==> src/sv/tsi_ram.sv <==
// Generic single-port-write, single-port-read RAM with registered read data.
`timescale 1ns / 1ps
`default_nettype none

module tsi_ram #(
   parameter int WIDTH = 32,
   parameter int DEPTH = 16,
   parameter int ADDR_W = (DEPTH > 1) ? $clog2(DEPTH) : 1
) (
   input  wire logic              clock,
   input  wire logic              wr_en,
   input  wire logic [ADDR_W-1:0] wr_addr,
   input  wire logic [WIDTH-1:0]  wr_data,
   input  wire logic [ADDR_W-1:0] rd_addr,
   output logic      [WIDTH-1:0]  rd_data
);

   logic [WIDTH-1:0] mem [DEPTH];
   logic [WIDTH-1:0] rd_data_ff;

   always_ff @(posedge clock) begin
      if (wr_en) begin
         mem[wr_addr] <= wr_data;
      end
      rd_data_ff <= mem[rd_addr];
   end

   assign rd_data = rd_data_ff;

endmodule

`default_nettype wire

==> config.mk <==
export PLATFORM = sky130hd
export DESIGN_NAME = tsi_ram
export DESIGN_NICKNAME = d
export VERILOG_FILES = /design/src/sv/tsi_ram.sv
export SDC_FILE = /design/constraint.sdc
export NUM_CORES = 1
export LEC_CHECK = 0
export BUFFER_PORTS_ARGS = -buffer_cell sky130_fd_sc_hd__buf_2
export CELL_PAD_IN_SITES_DETAIL_PLACEMENT = 1
export CELL_PAD_IN_SITES_GLOBAL_PLACEMENT = 2
export CORE_ASPECT_RATIO = 0.7
export CORE_UTILIZATION = 25
export CTS_CLUSTER_SIZE = 14
export DETAILED_ROUTE_END_ITERATION = 12
export GPL_TIMING_DRIVEN = 0
export HOLD_SLACK_MARGIN = 0.02
export PLACE_DENSITY_LB_ADDON = 0.1
export SLEW_MARGIN = 20
export SYNTH_ARGS = -nofsm -noshare
export SYNTH_HDL_FRONTEND = slang
export SYNTH_SLANG_ARGS = --single-unit
==> constraint.sdc <==
create_clock -name clock -period 6.8 [get_ports clock]
set_clock_uncertainty 0.05 [all_clocks]
set_input_delay 1.02 -clock clock [delete_from_list [all_inputs] [get_ports clock]]
set_output_delay 1.02 -clock clock [all_outputs]
set_load 0.005 [all_outputs]
* After elaboration in Yosys (flattened, before gate mapping)
Memories as Yosys holds them, arrays and structs flattened. A register that Yosys moved wholly into a read port is not among the register bits.
Index checks and enable logic that the tools add are counted.
** Operators by class
- Shift-type cells :: 0
- Reduce and logical (&&, ||, !) cells :: 0
- Muxes and demuxes :: 2
- Bitwise gates (word level) :: 0
- Multipliers :: 0
- $add $sub $neg :: 0
- Magnitude comparators :: 0
- Div/mod/pow operators :: 0
- Equal/unequal tests :: 0
** Operators by type and width (count)
- $mux 1 :: 2
** Word-level totals
- Memories kept :: 1
- Register bits :: 0
- Bits of input ports :: 42
- Bits in latches :: 0
- Output and inout port bits :: 32
- Word-level logic and storage cells :: 3
- ROM bits :: 0
- Bits in writable memories :: 512
** Memory list
- mem :: depth 16, bits a word 32, read ports 1, clocked after memory_dff 1, wr ports 1, RTL line 18 : logic [WIDTH-1:0] mem [DEPTH];

* Longest topological paths before layout
- Depth after elaboration :: 2
- Mapped depth :: 5
- Depth with buffers taken out :: 3

* Worst setup path before layout
Ideal clock, no wire load.
- Kind :: in2reg
- From :: input wr_addr[2]
- To :: memory mem[0][0] (enable)
- Library setup time :: 0.461 ns
- Arrival :: 3.738 ns
- Data required time :: 6.289 ns
- Stages on the path :: 2
- Slack :: 2.550 ns
- Path buffers :: 0
- Cells stage by stage :: or3b_2 nor3_1
** RTL lines
- start: declaration :: RTL line 12 : input wire logic [ADDR_W-1:0] wr_addr,
- end: declaration :: RTL line 18
Straight into the memory's write port.

* Final worst setup path
- From :: input wr_addr[2]
- To :: memory mem[0][1] (enable)
Straight into the memory's write port.

==> impl_metrics.yaml <==
run_status:
  status: "completed"
pwr:
  switching_share_pct: 21.05
  power_density_nw_per_um2: 303.9
  leakage_nw: 7.760
  seqPwrFrac_pct: 50.8
  pwr-share-clk_pct: 44.1
  internal_power_w: 0.005850
  p_comb_share_pct: 5.0
  ir_worst_vdd_v: 0.0001691
  power.switching_w: 0.001560
critical_path:
  crit-reg2reg-launch: "mem[10][19]"
  cp_slowest_stage_delay_ns: 0.60
  critPathKind: "in2reg"
  cp_max_fo: 7
  reg2reg_slack_ns: 5.30
  timing.rr.end: "rd_data[19]"
  worstPathCellList: "buf_2, or3b_2, nor3_2, buf_4, buf_4, buf_4"
  worstSetupStartpointType: "input port"
  ff2ff_path_depth: 3
  cp.required_ns: 7.07
  crit_top_cell: "buf_4"
  critPathSlowestCell: "or3b_2"
  cp.arrival_ns: 2.94
  end_kind: "register"
timing:
  final-hold-violation-count: 0
  max_freq_mhz: 374.7
  grt_setup_unrepaired: "false"
  min_period_ns: 2.668
  slew_violations: 0
  worstMarginPinSlew_ns: 1.071
  slew_headroom_pct: 28.60
  fin_crit_sh_pct: 39.24
  finalHoldWorstSlack_ns: 0.6258
  setup_viol: 0
clock_tree:
  cts_buffers: 57
  clkSinkCount: 544
  ctsResizeCount: 0
  cts.htree.levels: 2
  cts_hold_buf: 0
  worstSkewPairLatency_ns: 0.62
  clock-root-buffer: "clkbuf_16"
  postCtsSetupBuffers: 0
  cts_buffer_depth: 3
  cts_tree: "yes"
  clk_pin_slew_ns: 0.06
cells_and_area:
  mostFrequentLayoutCell: "edfxtp_1"
  syn_to_final_growth_pct: 22.81
  final_cell_area_um2: 24380
  final_cells: 2118
  fin_nets: 1057
  most-common-layout-cells: "edfxtp_1 (512), mux4_2 (128), buf_2 (75)"
  drive_above_1_share_pct: 35.06
job:
  drv_cap: 0
yosys:
  synth_area_leader_cell: "edfxtp_1"
  netlist_instances: 838
  synth_fp_nets: 880
  ys_seq_area_share_pct: 80.67
  synth-seq-cells: 544
  avgSynthCellArea_um2: 23.69
  synth_area_leaders: "edfxtp_1 (77%), mux4_2 (15%), dfxtp_1 (3.2%), a22oi_1 (2.4%), nand2_1 (0.62%)"
  ys_types: 18
  yosysTopAreaCellShare_pct: 77.44
  ys_warn_count: 0
  syn-cell-area_um2: 19850
die:
  die_area_um2: 80560
  core_area_um2: 78660
  rows: 86
  initial_utilization_pct: 25.24
  ios: 74
  die_w_um: 338.8
  fp.dieH_um: 237.8
min_path:
  hold_start: "mem[12][5]"
  hp-class: "reg2reg"
  worstHoldPathCells: 3
  worstHoldEndpoint: "rd_data[5]"
placed_design:
  portBuffers: 71
  detailed_place_hpwl_um: 35860
  place_congestion: 0.6445
  dpl_cell_area_um2: 22410
  placed_cells: 2012
drt:
  via_per_inst: 4.370
  ant_nets: 0
  drt_pass1_iterations: 4
  drt_iter0_markers: 693
  via_count: 9255
  post_drt_wl_per_cell_um: 25.68
  drc_errors: 0
  routed_wl_um: 54390
global_route:
  grt_pass1_vias: 10119
  grt-ovfl-total: 0
  grt_pass1_wl_um: 77830
  grt_max_degree: 17
  antenna_found_initial: 3
  grtUsageTotal_pct: 13.67
## state kept, by name (all words and copies together), names as in the netlist
name     flops
mem        512
rd_data     32
## worst max path at each step
stage	start	endpoint	cells past startpoint
after CTS	wr_addr[2]	mem[8][3]	7
after global routing	wr_addr[2]	mem[8][3]	7
final	wr_addr[2]	mem[0][1]	6
after floorplan	wr_addr[2]	mem[0][0]	2
after global placement	wr_addr[2]	mem[8][8]	3
after detailed placement	wr_addr[2]	mem[8][9]	7
## worst max-delay path: cells and delay by family
kind	cells	cell delay, ns
and+or+nand+nor	2	1.07
buffers and inverters	4	0.84
## through the flow
| stage | utilization [%] | power (W) | TNS, ns | setup slack (ns) |
|---|---|---|---|---|
| global route | 30.99 | 0.007684 | 0 | 4.088 |
| finish | 31.00 | 0.007410 | 0 | 4.132 |
| detailed placement | 28.49 | 0.004224 | 0 | 3.448 |
| floorplan | - | 0.004019 | 0 | 2.550 |
| CTS | 30.99 | 0.007542 | 0 | 4.141 |
| global placement | 27.37 | 0.004205 | -144.55 | -1.184 |
## layout make-up
cell class / count / area (um2)
clock buffer: 82 / 1703
tap: 1056 / 1321
fill: 7757 / 54280
clock inverter: 23 / 265.3
sequential: 544 / 16020
antenna: 1 / 2.502
timing repair buffer: 118 / 1125
buffer: 43 / 224.0
multi-input combinational: 251 / 3726
## cells by family after synthesis
logic type	count (synthesis)	share of synthesized area, %
flops	544	80.67
mux	128	14.52
compound gates	64	2.420
simple gates	59	1.273
buf+inv	43	1.122
## synthesized netlist by cell type
library cell and count:
a22oi_1 64, and2_1 1, buf_1 9, buf_2 4
buf_4 11, buf_6 2, clkbuf_1 17, dfxtp_1 32
edfxtp_1 512, mux4_2 128, nand2_1 33, nand2b_1 2
nand3_1 1, nand3b_1 2, nor2_1 13, nor2b_1 2
nor3_1 4, or3b_2 1
## power groups by stage
| stage | combinational [W] | sequential (W) | clock (W) |
|---|---|---|---|
| 2_1_floorplan | 0.000180 | 0.00384 | 0 |
| 5_1_grt | 0.000406 | 0.00377 | 0.00351 |
| 6_report | 0.000372 | 0.00377 | 0.00327 |
| 4_1_cts | 0.000386 | 0.00377 | 0.00339 |
| 3_3_place_gp | 0.000362 | 0.00384 | 0 |
| 3_5_place_dp | 0.000386 | 0.00384 | 0 |
## per-layer routing
layer	share of wire (%)	routed length, um	vias up	global-route usage [%]
li1	-	-	3944	-
met1	52	28400	5061	21.12
met2	42	22880	163	19.52
met3	3.8	2065	83	2.479
met4	1.9	1020	4	3.455
met5	0.040	22	-	0
Note: power is estimated with default switching activity, not from simulation.
