===== src/sv/tsi_div.sv =====
// Restoring unsigned divider, one quotient bit per cycle.
`timescale 1ns / 1ps
`default_nettype none

module tsi_div #(
   parameter int DIVIDEND_W = 59,
   parameter int DIVISOR_W  = 27
) (
   input  wire logic                  clock,
   input  wire logic                  reset,
   input  wire logic                  start,
   input  wire logic [DIVIDEND_W-1:0] dividend,
   input  wire logic [DIVISOR_W-1:0]  divisor,
   output logic                       done,
   output logic      [DIVIDEND_W-1:0] quotient
);

   localparam int CNT_W = $clog2(DIVIDEND_W + 1);

   logic [CNT_W-1:0]      cnt_ff,  cnt_in;
   logic                  done_ff, done_in;
   logic [DIVISOR_W-1:0]  rem_ff,  rem_in;
   logic [DIVIDEND_W-1:0] quo_ff,  quo_in;
   logic [DIVISOR_W:0]    trial;

   always_comb begin
      cnt_in  = cnt_ff;
      rem_in  = rem_ff;
      quo_in  = quo_ff;
      done_in = 1'b0;
      trial   = {rem_ff, quo_ff[DIVIDEND_W-1]};
      if (start) begin
         cnt_in = CNT_W'(DIVIDEND_W);
         rem_in = '0;
         quo_in = dividend;
      end else if (cnt_ff != '0) begin
         cnt_in = cnt_ff - 1'b1;
         if (trial >= {1'b0, divisor}) begin
            rem_in = DIVISOR_W'(trial - {1'b0, divisor});
            quo_in = {quo_ff[DIVIDEND_W-2:0], 1'b1};
         end else begin
            rem_in = trial[DIVISOR_W-1:0];
            quo_in = {quo_ff[DIVIDEND_W-2:0], 1'b0};
         end
         done_in = (cnt_ff == CNT_W'(1));
      end
   end

   always_ff @(posedge clock) begin
      if (reset) begin
         cnt_ff  <= '0;
         done_ff <= 1'b0;
      end else begin
         cnt_ff  <= cnt_in;
         done_ff <= done_in;
      end
      rem_ff <= rem_in;
      quo_ff <= quo_in;
   end

   assign done     = done_ff;
   assign quotient = quo_ff;

endmodule

`default_nettype wire

===== config.mk =====
export PLATFORM = sky130hd
export DESIGN_NAME = tsi_div
export DESIGN_NICKNAME = d
export VERILOG_FILES = /design/src/sv/tsi_div.sv
export SDC_FILE = /design/constraint.sdc
export NUM_CORES = 1
export LEC_CHECK = 0
export BUFFER_PORTS_ARGS = -buffer_cell sky130_fd_sc_hd__buf_2
export CAP_MARGIN = 0
export CORE_ASPECT_RATIO = 1.75
export CORE_UTILIZATION = 55
export CTS_CLUSTER_SIZE = 40
export DETAILED_ROUTE_END_ITERATION = 16
export GPL_TIMING_DRIVEN = 0
export PLACE_DENSITY = 0.85
export SLEW_MARGIN = 20
export SYNTH_ARGS = -nofsm -noshare
export SYNTH_HDL_FRONTEND = slang
export SYNTH_SLANG_ARGS = --single-unit

===== constraint.sdc =====
create_clock -name clock -period 7.2 [get_ports clock]
set_clock_uncertainty 0.2 [all_clocks]
set_input_delay 0 -clock clock [delete_from_list [all_inputs] [get_ports clock]]
set_output_delay 0 -clock clock [all_outputs]
set_load 0.02 [all_outputs]

# Word level (Yosys, flattened, before mapping)
# Cells that the tools add are included.
[classes]
n_addsub = 2
reduce_logical = 4
magnitude_cmp = 1
muxes = 6
n_bitwise = 1
eq_ne = 1
[ops]
columns = ["op", "count"]
rows = [
  ["$mux 59", 2],
  ["$ge 28x27->1", 1],
  ["$mux 27", 1],
  ["$sub 27x27->27", 1],
  ["$mux 6", 2],
  ["$eq 6x1->1 const B", 1],
  ["$reduce_bool 6->1", 1],
  ["$sub 6x1->6 const B", 1],
  ["$reduce_or 3->1", 1],
  ["$reduce_bool 2->1", 1],
  ["$reduce_or 2->1", 1],
  ["$mux 1", 1],
  ["$not 1->1", 1],
]
[totals]
elab_cells = 20
output_inout_bits = 60
inputBits = 89
register_bits = 93

# Longest topological paths before layout
# Gate-level depths: netlist of run 1.
[depth]
ltp_word = 4
mapped_depth = 11
mapped_depth_nobuf = 10

# Worst setup path after synthesis of run 1
# OpenSTA, ideal clock, no wires.
[synth_path]
kind = "reg2reg"
from = "register quo_ff[58], in the netlist quotient[58]"
to = "register rem_ff[23]"
n_path_buf = 0
arrival_time_ps = 2762
required_ps = 6912
slack_ps = 4150
path_stages_with_launch = 11
setup_ps = 88
synth_period_minus_slack_ps = 3050
cell_sequence = "edfxtp_1 > inv_1 > ha_1 > fa_1 > nand2b_1 > a21oi_1 > o21a_1 > a2111o_2 > a21oi_2 > or4_1 > a311oi_2"
[synth_via]
elab_chain_len = 2
elab_cells_between_ends = 3
[synth_lines]
columns = ["item", "line", "source"]
rows = [
  ["start: declaration", "23", "logic [DIVIDEND_W-1:0] quo_ff, quo_in;"],
  ["start signal: assignment", "58", "quo_ff <= quo_in;"],
  ["$sub 27x27->27 / $ge 28x27->1 (equally long branches)", "39, 38", ""],
  ["$mux 27 *", "38", "if (trial >= {1'b0, divisor}) begin"],
  ["end signal: assignment", "57", "rem_ff <= rem_in;"],
  ["end: declaration", "22", "logic [DIVISOR_W-1:0] rem_ff, rem_in;"],
]
# Mark *: on every way between the ends. The rest lies on a longest branch, timed or not.
# A chain may end at the register's enable or synchronous reset.

# Worst setup path after layout of run 1
[layout_path]
from = "register quo_ff[58], in the netlist quotient[58]"
to = "register rem_ff[22]"
# The elaborated chain is that of the path after synthesis.

==> flow_summary.toml, run 1 <==
[yosys]
yosys.area.top_type = "edfxtp_1"
synth.most_common_cell = "mux2_2"
yosys_warnings = 0
synth_area_um2 = 5800
syn_inst = 570
synth.ff_latch_count = 93
syn-num-nets = 690
synth_edf_count = 59
synth_flop_cell = "edfxtp_1"
netlist_top_cells_count = "60 x mux2_2, 59 x edfxtp_1, 53 x nor2_1, 37 x nand2_1"
ys_seq_area_share_pct = 42.3
synth_cell_types = 63
yosysTopAreaCellShare_pct = 30.6
async_flop_share_pct = 0
avgSynthCellArea_um2 = 10.2
synth.area.top_cells = "edfxtp_1 31%, dfxtp_1 12%, mux2_2 12%"

[clocking]
cts_made_buffers = 9
clk_latency_ps = 340
clkSinkCount = 93
cts_resized = 0
cts-root-buf = "clkbuf_16"
path_clk_slew_ps = 70
ctsHtreeMaxLevel = 3
cts_tree = "yes"
clockBufferDepth = 2

[worst_setup_path]
cp-endpoint = "rem_ff[22]"
cp_data_arrival_time_ps = 3690
cp-startpoint = "quotient[58]"
cp.depth = 11
reg2reg_slack_ps = 3560
worstPathCellList = "inv_1 > ha_1 > fa_1 > nand2b_1 > a21oi_1 > o21a_1 > a2111o_2 > a21o_1 > clkbuf_1 > o311ai_0 > a211oi_1"
path_max_fanout = 10
cp_num_buf_inv = 2
cp-end-kind = "flip-flop"
required_ps = 7250
reg2regPathDepth = 11
path_class = "reg2reg"
critPathLaunchType = "flip-flop"
r2r_end = "rem_ff[22]"
r2r-start = "quotient[58]"
cp_top_family = "compound AO/OA/AOI/OAI gates"
max_stage_delay_ps = 420
crit_slowest_cell = "a21oi_1"

[hold_path]
hold_path_class = "in2reg"
hp-start = "divisor[24]"

[timing]
fmax_ghz = 0.275
worst_pin_slew_ps = 971
post-route-min-period_ps = 3640
maxSlewViolCount = 0
relSlewSlack_pct = 34.7
rsz0062_at_grt = "false"
tns_ps = 0
final_hold_viol_count = 0
whs_ps = 105
setup_viol = 0
period_share_pct = 50.5

[power_and_ir_drop]
p_sw_w = 0.000773
p_clk_share_pct = 24.6
p_leak_nw = 3.33
pwr-share-comb_pct = 39.5
pwr-share-seq_pct = 35.9
peakVddDrop_mv = 0.157
switching_share_pct = 37.1
p_per_area_nw_per_um2 = 272
p_int_w = 0.00131

[layout]
antenna_cells = 0
nets = 913
post-route-util_pct = 74.8
syn2layout_area_growth_pct = 32.2
stdcell_count = 925
drive_gt1_share_pct = 31.3

[global_routing]
grt_max_degree = 35
track_usage_pct = 36.1
grt_pass1_wl_mm = 29.4
antenna_found_initial = 0
grt-ovfl-total = 0
grt_pass1_vias = 5571

[placed_design]
hpwl_mm = 12.9
io_buffers = 148
placed_cells = 846
gp_congestion = 0.955

[routing]
post_drt_via_cell_ratio = 6.18
wl_mm = 19.8
wl_per_cell_um = 21.4
dr_total_vias = 5721
ant_nets = 0
drt_iter0_drc = 522
dr.pass1.iters = 5
drc = 0

[floorplan]
dieArea_um2 = 11000
ioPinCount = 149
floorplan.initialDensity_pct = 56.6
chipWidth_um = 79.6
rows = 49
die_h_um = 138
core_um2 = 10200

[status]
status = "completed"

[job]
maxCapViolations = 0
[worst register-to-register path, stage by stage, from the launching register on]
cell and delay [ps]:
edfxtp_1 390, inv_1 80, ha_1 210, fa_1 380, nand2b_1 220, a21oi_1 420
o21a_1 320, a2111o_2 210, a21o_1 190, clkbuf_1 410, o311ai_0 260, a211oi_1 260
[per-layer routing]
metal	vias up	global-route usage (%)	share of wire, %	wire length [µm]
met5	-	0	0	0
met4	0	24.1	6.3	1240
met3	101	7.75	8.4	1650
met2	398	63.2	50	9940
met1	2659	37.9	35	6930
li1	2563	-	-	-
[state kept, by name (all words and copies together) (netlist names)]
| register | count |
|---|---|
| done | 1 |
| cnt_ff | 6 |
| rem_ff | 27 |
| quotient | 59 |
[worst min path at each step]
stage / to / slack, ps / depth (start not counted)
after floorplan: cnt_ff[0] / -130 / 1
after global placement: cnt_ff[0] / 80 / 2
after detailed placement: cnt_ff[0] / 90 / 2
after CTS: rem_ff[24] / 110 / 5
after global routing: rem_ff[24] / 130 / 5
final: rem_ff[24] / 110 / 5
[final cells by class]
cell class                      count  area (µm²)
Timing Repair Buffer              212        1390
Multi-Input combinational cell    410        3070
Clock buffer                       10         229
Sequential cell                    93        2450
Fill cell                         637        2580
Tap cell                          127         159
Clock inverter                      6        86.3
Buffer                             33         149
Inverter                           34         128
[what timing repair did]
action / 4_1_cts / 5_1_grt
hold endpoints to repair: 68 / 0
hold buffers: 63 / 0
buffers inserted: 0 / 0
[power by group through the flow]
| stage | Combinational [W] | Clock (W) | Sequential, W |
|---|---|---|---|
| floorplan | 0.000493 | 0 | 0.000785 |
| global placement | 0.000731 | 0 | 0.000742 |
| detailed placement | 0.000756 | 0 | 0.000748 |
| CTS | 0.000792 | 0.000501 | 0.000738 |
| global route | 0.000881 | 0.000527 | 0.000754 |
| finish | 0.000823 | 0.000513 | 0.000747 |
[placed cells by master, fill, tap and decap left out, types with 10 or more instances in the layout]
cell type / count
ha_1: 30
buf_2: 153
edfxtp_1: 59
nor2_1: 53
dfxtp_1: 34
a21oi_1: 29
clkbuf_1: 19
o21ai_0: 18
inv_1: 33
nand3_1: 10
dlygate4sd3_1: 63
xnor2_1: 15
nand2_1: 37
mux2_2: 60
a211oi_1: 11
[metrics by stage]
| stage | instance area (µm²) | setup WS [ps] | total power (W) |
|---|---|---|---|
| after floorplan | 5800 | 4150 | 0.00128 |
| after global placement | 6700 | 3730 | 0.00147 |
| after detailed placement | 6720 | 3780 | 0.00150 |
| after CTS | 7660 | 3730 | 0.00203 |
| after global routing | 7660 | 3470 | 0.00216 |
| final | 7660 | 3560 | 0.00208 |
[kinds of logic (layout without fill, tap and decap cells)]
logic type | Yosys count | count (layout) | synth area share, %
AND/OR/NAND/NOR | 157 | 157 | 13.5
XOR/XNOR | 19 | 19 | 2.87
multiplexers | 69 | 69 | 13.2
adder cells (fa/ha/maj) | 31 | 31 | 6.82
buffers and inverters | 67 | 295 | 4.77
flip-flops | 93 | 93 | 42.3
AO/OA/AOI/OAI | 134 | 134 | 16.5
No activity file was read; power rests on OpenSTA's default activity.
==> run 2, diff against run 1 <==
--- a/config.mk
+++ b/config.mk
@@ -8,11 +8,11 @@
 export BUFFER_PORTS_ARGS = -buffer_cell sky130_fd_sc_hd__buf_2
 export CAP_MARGIN = 0
 export CORE_ASPECT_RATIO = 1.75
-export CORE_UTILIZATION = 55
+export CORE_UTILIZATION = 54
 export CTS_CLUSTER_SIZE = 40
 export DETAILED_ROUTE_END_ITERATION = 16
 export GPL_TIMING_DRIVEN = 0
-export PLACE_DENSITY = 0.85
+export PLACE_DENSITY = 0.84
 export SLEW_MARGIN = 20
 export SYNTH_ARGS = -nofsm -noshare
 export SYNTH_HDL_FRONTEND = slang
==> constraint.sdc (replaced) <==
create_clock -name clock -period 3.61 [get_ports clock]
set_clock_uncertainty 0.2 [all_clocks]
set_input_delay 0 -clock clock [delete_from_list [all_inputs] [get_ports clock]]
set_output_delay 0 -clock clock [all_outputs]
set_load 0.02 [all_outputs]
==> run 2 against run 1 <==
Global-route usage is 0.66 points higher. Largest power group unchanged. Worst setup slack worse by 3400 ps. Hold slack worse by 4.0 ps.
==> flow_summary.toml, run 2 (synthesized netlist as in run 1, its figures left out) <==
[layout]
final_common_cell = "buf_2"
syn2layout_area_growth_pct = 32.7
nets = 913
drive_gt1_share_pct = 31.6
largest_register_ffs = 59
fill_cells = 666
final_cell_mix = "152 x buf_2, 63 x dlygate4sd3_1, 60 x mux2_2, 59 x edfxtp_1, 53 x nor2_1"
regArea_um2 = 2450
multi_input_area_um2 = 3070
stdcell_count = 926

[routing]
dr.pass1.iters = 5
wl_mm = 20.1
drc = 0
drt_iter0_drc = 416
post_drt_via_cell_ratio = 6.27
ant_nets = 0
dr_total_vias = 5806
wl_per_cell_um = 21.7

[hold_path]
hold_path_class = "in2reg"
whs_path_depth = 6

[timing]
period_share_pct = 95.5
maxSlewViolCount = 0
tns_ps = 0
worst_pin_slew_ps = 770
final_hold_viol_count = 0
setup_viol = 0
fmax_ghz = 0.290
rsz0062_at_grt = "false"
relSlewSlack_pct = 48.7
post-route-min-period_ps = 3450

[floorplan]
ioPinCount = 149
chipWidth_um = 80.3
core_um2 = 10400
dieArea_um2 = 11200
die_h_um = 139
rows = 49
floorplan.initialDensity_pct = 55.9

[clocking]
ctsHtreeMaxLevel = 3
path_clk_slew_ps = 60
clk_latency_ps = 350
cts_tree = "yes"
clkSinkCount = 93
clockBufferDepth = 2
cts_made_buffers = 9
cts-root-buf = "clkbuf_16"

[worst_setup_path]
required_ps = 3640
cp_data_arrival_time_ps = 3470
critPathLaunchType = "flip-flop"
cp-end-kind = "flip-flop"
path_class = "reg2reg"
reg2regPathDepth = 11
path_max_fanout = 10

[global_routing]
grt_max_degree = 36
track_usage_pct = 36.7
grt-ovfl-total = 0
grt_pass1_wl_mm = 30.6
grt_pass1_vias = 5788
antenna_found_initial = 1

[placed_design]
gp_congestion = 0.966
hpwl_mm = 12.8
io_buffers = 148
placed_cells = 846

[power_and_ir_drop]
p_per_area_nw_per_um2 = 546
p_leak_nw = 3.35
peakVddDrop_mv = 0.409

[status]
status = "completed"

[job]
maxCapViolations = 0
[run 2: worst paths after layout]
check                    start  slack [ps]         end
hold reg to reg      rem_ff[8]         320   rem_ff[8]
hold / removal     divisor[12]         100  rem_ff[12]
setup reg to reg  quotient[58]         160   rem_ff[5]
setup / recovery  quotient[58]         160   rem_ff[5]
[run 2: area by class of cell]
| type | instances | share of cell area, % |
|---|---|---|
| tap | 127 | 2.07 |
| antenna | 1 | 0.0325 |
| buffer | 33 | 1.98 |
| timing repair buffer | 212 | 18.1 |
| multi-input combinational | 410 | 39.9 |
| clock inverter | 4 | 0.895 |
| sequential | 93 | 31.9 |
| clock buffer | 12 | 3.47 |
| inverter | 34 | 1.66 |
[run 2: worst max-delay path, cell delays in order (launching register included)]
cell,delay [ps]
edfxtp_1,450
inv_1,120
ha_1,200
fa_1,230
nand2b_1,190
a21oi_2,110
o21a_1,270
a2111o_2,520
a21oi_2,350
buf_4,260
nand2_1,80
a311oi_1,340
[run 2: metrics by stage]
stage	power (W)	area [µm²]	hold WS [ps]	worst slack, ps	utilization (%)
floorplan	0.00255	5800	-128	560	-
global placement	0.00294	6700	62.7	90.4	64.6
detailed placement	0.00299	6720	65.6	151	64.8
CTS	0.00408	7680	98.4	106	74.1
global route	0.00436	7690	162	35.7	74.2
finish	0.00420	7690	101	163	74.2
[run 2: repair_timing]
item | CTS | global route
endpoints found under the setup margin | 0 | 15
setup buffers | 0 | 0
hold buffers | 63 | 0
gates resized for setup | 0 | 4
hold endpoints to repair | 70 | 0
[run 2: power by group]
part,leakage [nW],internal (W),switching [W]
clock,0.166,0.000660,0.000401
sequential,0.901,0.00133,0.000155
combinational,2.28,0.000678,0.000973
total,3.35,0.00267,0.00153
[run 2: metal layers]
metal  up-vias  GRT usage, %  wire length [µm]
li1       2559             -                 -
met1      2698          39.8              6920
met2       441          62.5              9980
met3       108          10.0              2010
met4         0          21.5              1160
met5         -             0                 0
==> run 3, diff against run 2 <==
--- a/config.mk
+++ b/config.mk
@@ -12,7 +12,7 @@
 export CTS_CLUSTER_SIZE = 40
 export DETAILED_ROUTE_END_ITERATION = 16
 export GPL_TIMING_DRIVEN = 0
-export PLACE_DENSITY = 0.84
+export PLACE_DENSITY = 0.79
 export SLEW_MARGIN = 20
 export SYNTH_ARGS = -nofsm -noshare
 export SYNTH_HDL_FRONTEND = slang
==> run 3 against run 2 <==
Sequential power is essentially flat. Cell count is the same. Combinational power is essentially flat. Sequential share of layout area grew 0.31 points. Die area is the same. Critical endpoint is now rem_ff[19]. Non-clock buffer count is the same. Via count shrank 3.2%. Clock-buffer cell count grew 2. Routed wire length shrank 4.8%.
==> flow_summary.toml, run 3 (synthesized netlist as in run 1, its figures left out) <==
[layout]
multi_input_area_um2 = 3070
syn2layout_area_growth_pct = 31.4
final_common_cell = "buf_2"
design_area_um2 = 7620
fill_cells = 705
largest_register_ffs = 59
regArea_um2 = 2450
drive_gt1_share_pct = 31.2
stdcell_count = 926
final_cell_mix = "153 x buf_2, 63 x dlygate4sd3_1, 60 x mux2_2, 59 x edfxtp_1, 53 x nor2_1"
nets = 913

[floorplan]
floorplan.initialDensity_pct = 55.9
dieArea_um2 = 11200
ioPinCount = 149
chipWidth_um = 80.3
core_um2 = 10400
die_h_um = 139
rows = 49

[routing]
dr_total_vias = 5623
drt_iter0_drc = 454
wl_mm = 19.1
ant_nets = 0
drc = 0
routed-wl-met3_mm = 1.51
post_drt_via_cell_ratio = 6.07
drt-met1-wl_mm = 6.81
dr.pass1.iters = 5
wl_per_cell_um = 20.6
highest_layer = "met4"
met2_length_mm = 9.56

[global_routing]
antenna_found_initial = 1
grt-ovfl-total = 0
grt_pass1_vias = 5663
grt_max_degree = 33
track_usage_pct = 35.0
grt_pass1_wl_mm = 29.3

[worst_setup_path]
cp_data_arrival_time_ps = 3430
cp-end-kind = "flip-flop"
required_ps = 3660
reg2reg_slack_ps = 230
path_max_fanout = 10
path_class = "reg2reg"
critPathLaunchType = "flip-flop"

[timing]
setup_viol = 0
period_share_pct = 93.7
final_hold_viol_count = 0
worst_pin_slew_ps = 766
post-route-min-period_ps = 3380
rsz0062_at_grt = "false"
relSlewSlack_pct = 48.4
whs_ps = 93.7
fmax_ghz = 0.296
tns_ps = 0
maxSlewViolCount = 0

[clocking]
clkSinkCount = 93
path_clk_slew_ps = 60
ctsHtreeMaxLevel = 3
cts_made_buffers = 9
cts-root-buf = "clkbuf_16"
cts_tree = "yes"
post_cts_buffers = 0
clockBufferDepth = 2
clk_latency_ps = 340

[power_and_ir_drop]
p_leak_nw = 3.31
p_per_area_nw_per_um2 = 523
peakVddDrop_mv = 0.339

[placed_design]
placed_cells = 846
io_buffers = 148
dpl_cell_area_um2 = 6720
gp_congestion = 0.959
hpwl_mm = 12.5

[status]
status = "completed"

[hold_path]
hold_path_class = "in2reg"

[job]
maxCapViolations = 0
run 3: power breakdown:
group	internal, W	switching, W	leakage, nW
Combinational	0.000674	0.000955	2.28
Clock	0.000485	0.000380	0.131
Sequential	0.00133	0.000153	0.901
run 3: what timing repair did:
action	4_1_cts	5_1_grt
setup endpoints to repair	0	13
hold endpoints to repair	68	0
hold buffers	63	0
gates resized for setup	0	3
run 3: cell type report:
| cell class | instances | area share, % |
|---|---|---|
| Antenna cell | 1 | 0.0329 |
| Multi-Input combinational cell | 410 | 40.3 |
| Inverter | 34 | 1.68 |
| Timing Repair Buffer | 212 | 18.3 |
| Clock inverter | 2 | 0.131 |
| Buffer | 33 | 1.97 |
| Clock buffer | 14 | 3.33 |
| Tap cell | 127 | 2.09 |
| Sequential cell | 93 | 32.2 |
run 3: path summary, 6_finish.rpt:
| check | end | cells past startpoint | startpoint |
|---|---|---|---|
| worst min-delay path | rem_ff[7] | 6 | divisor[7] |
| worst max-delay path | rem_ff[19] | 11 | quotient[58] |
| worst max register to register | rem_ff[19] | 11 | quotient[58] |
| worst min register to register | rem_ff[7] | 2 | rem_ff[6] |
run 3: per-stage QoR:
stage                     total power (W)  utilization [%]  worst slack [ps]
after floorplan                   0.00255                -               560
after global placement            0.00294             64.6               112
after detailed placement          0.00299             64.8               104
after CTS                         0.00390             73.4              74.1
after global routing              0.00416             73.5              49.2
final                             0.00398             73.5               226
run 3: critical path, stage by stage (launching register included):
cell	delay (ps)
edfxtp_1	410
inv_1	80
ha_1	210
fa_1	400
nand2b_1	220
a21oi_2	260
o21a_1	280
a2111o_2	210
a21o_1	170
buf_2	330
o2111ai_1	210
a311oi_2	300
run 3: layer usage:
layer	vias up	track usage, %
met3	89	7.11
li1	2562	-
met5	-	0
met4	0	24.4
met1	2630	37.0
met2	342	60.4
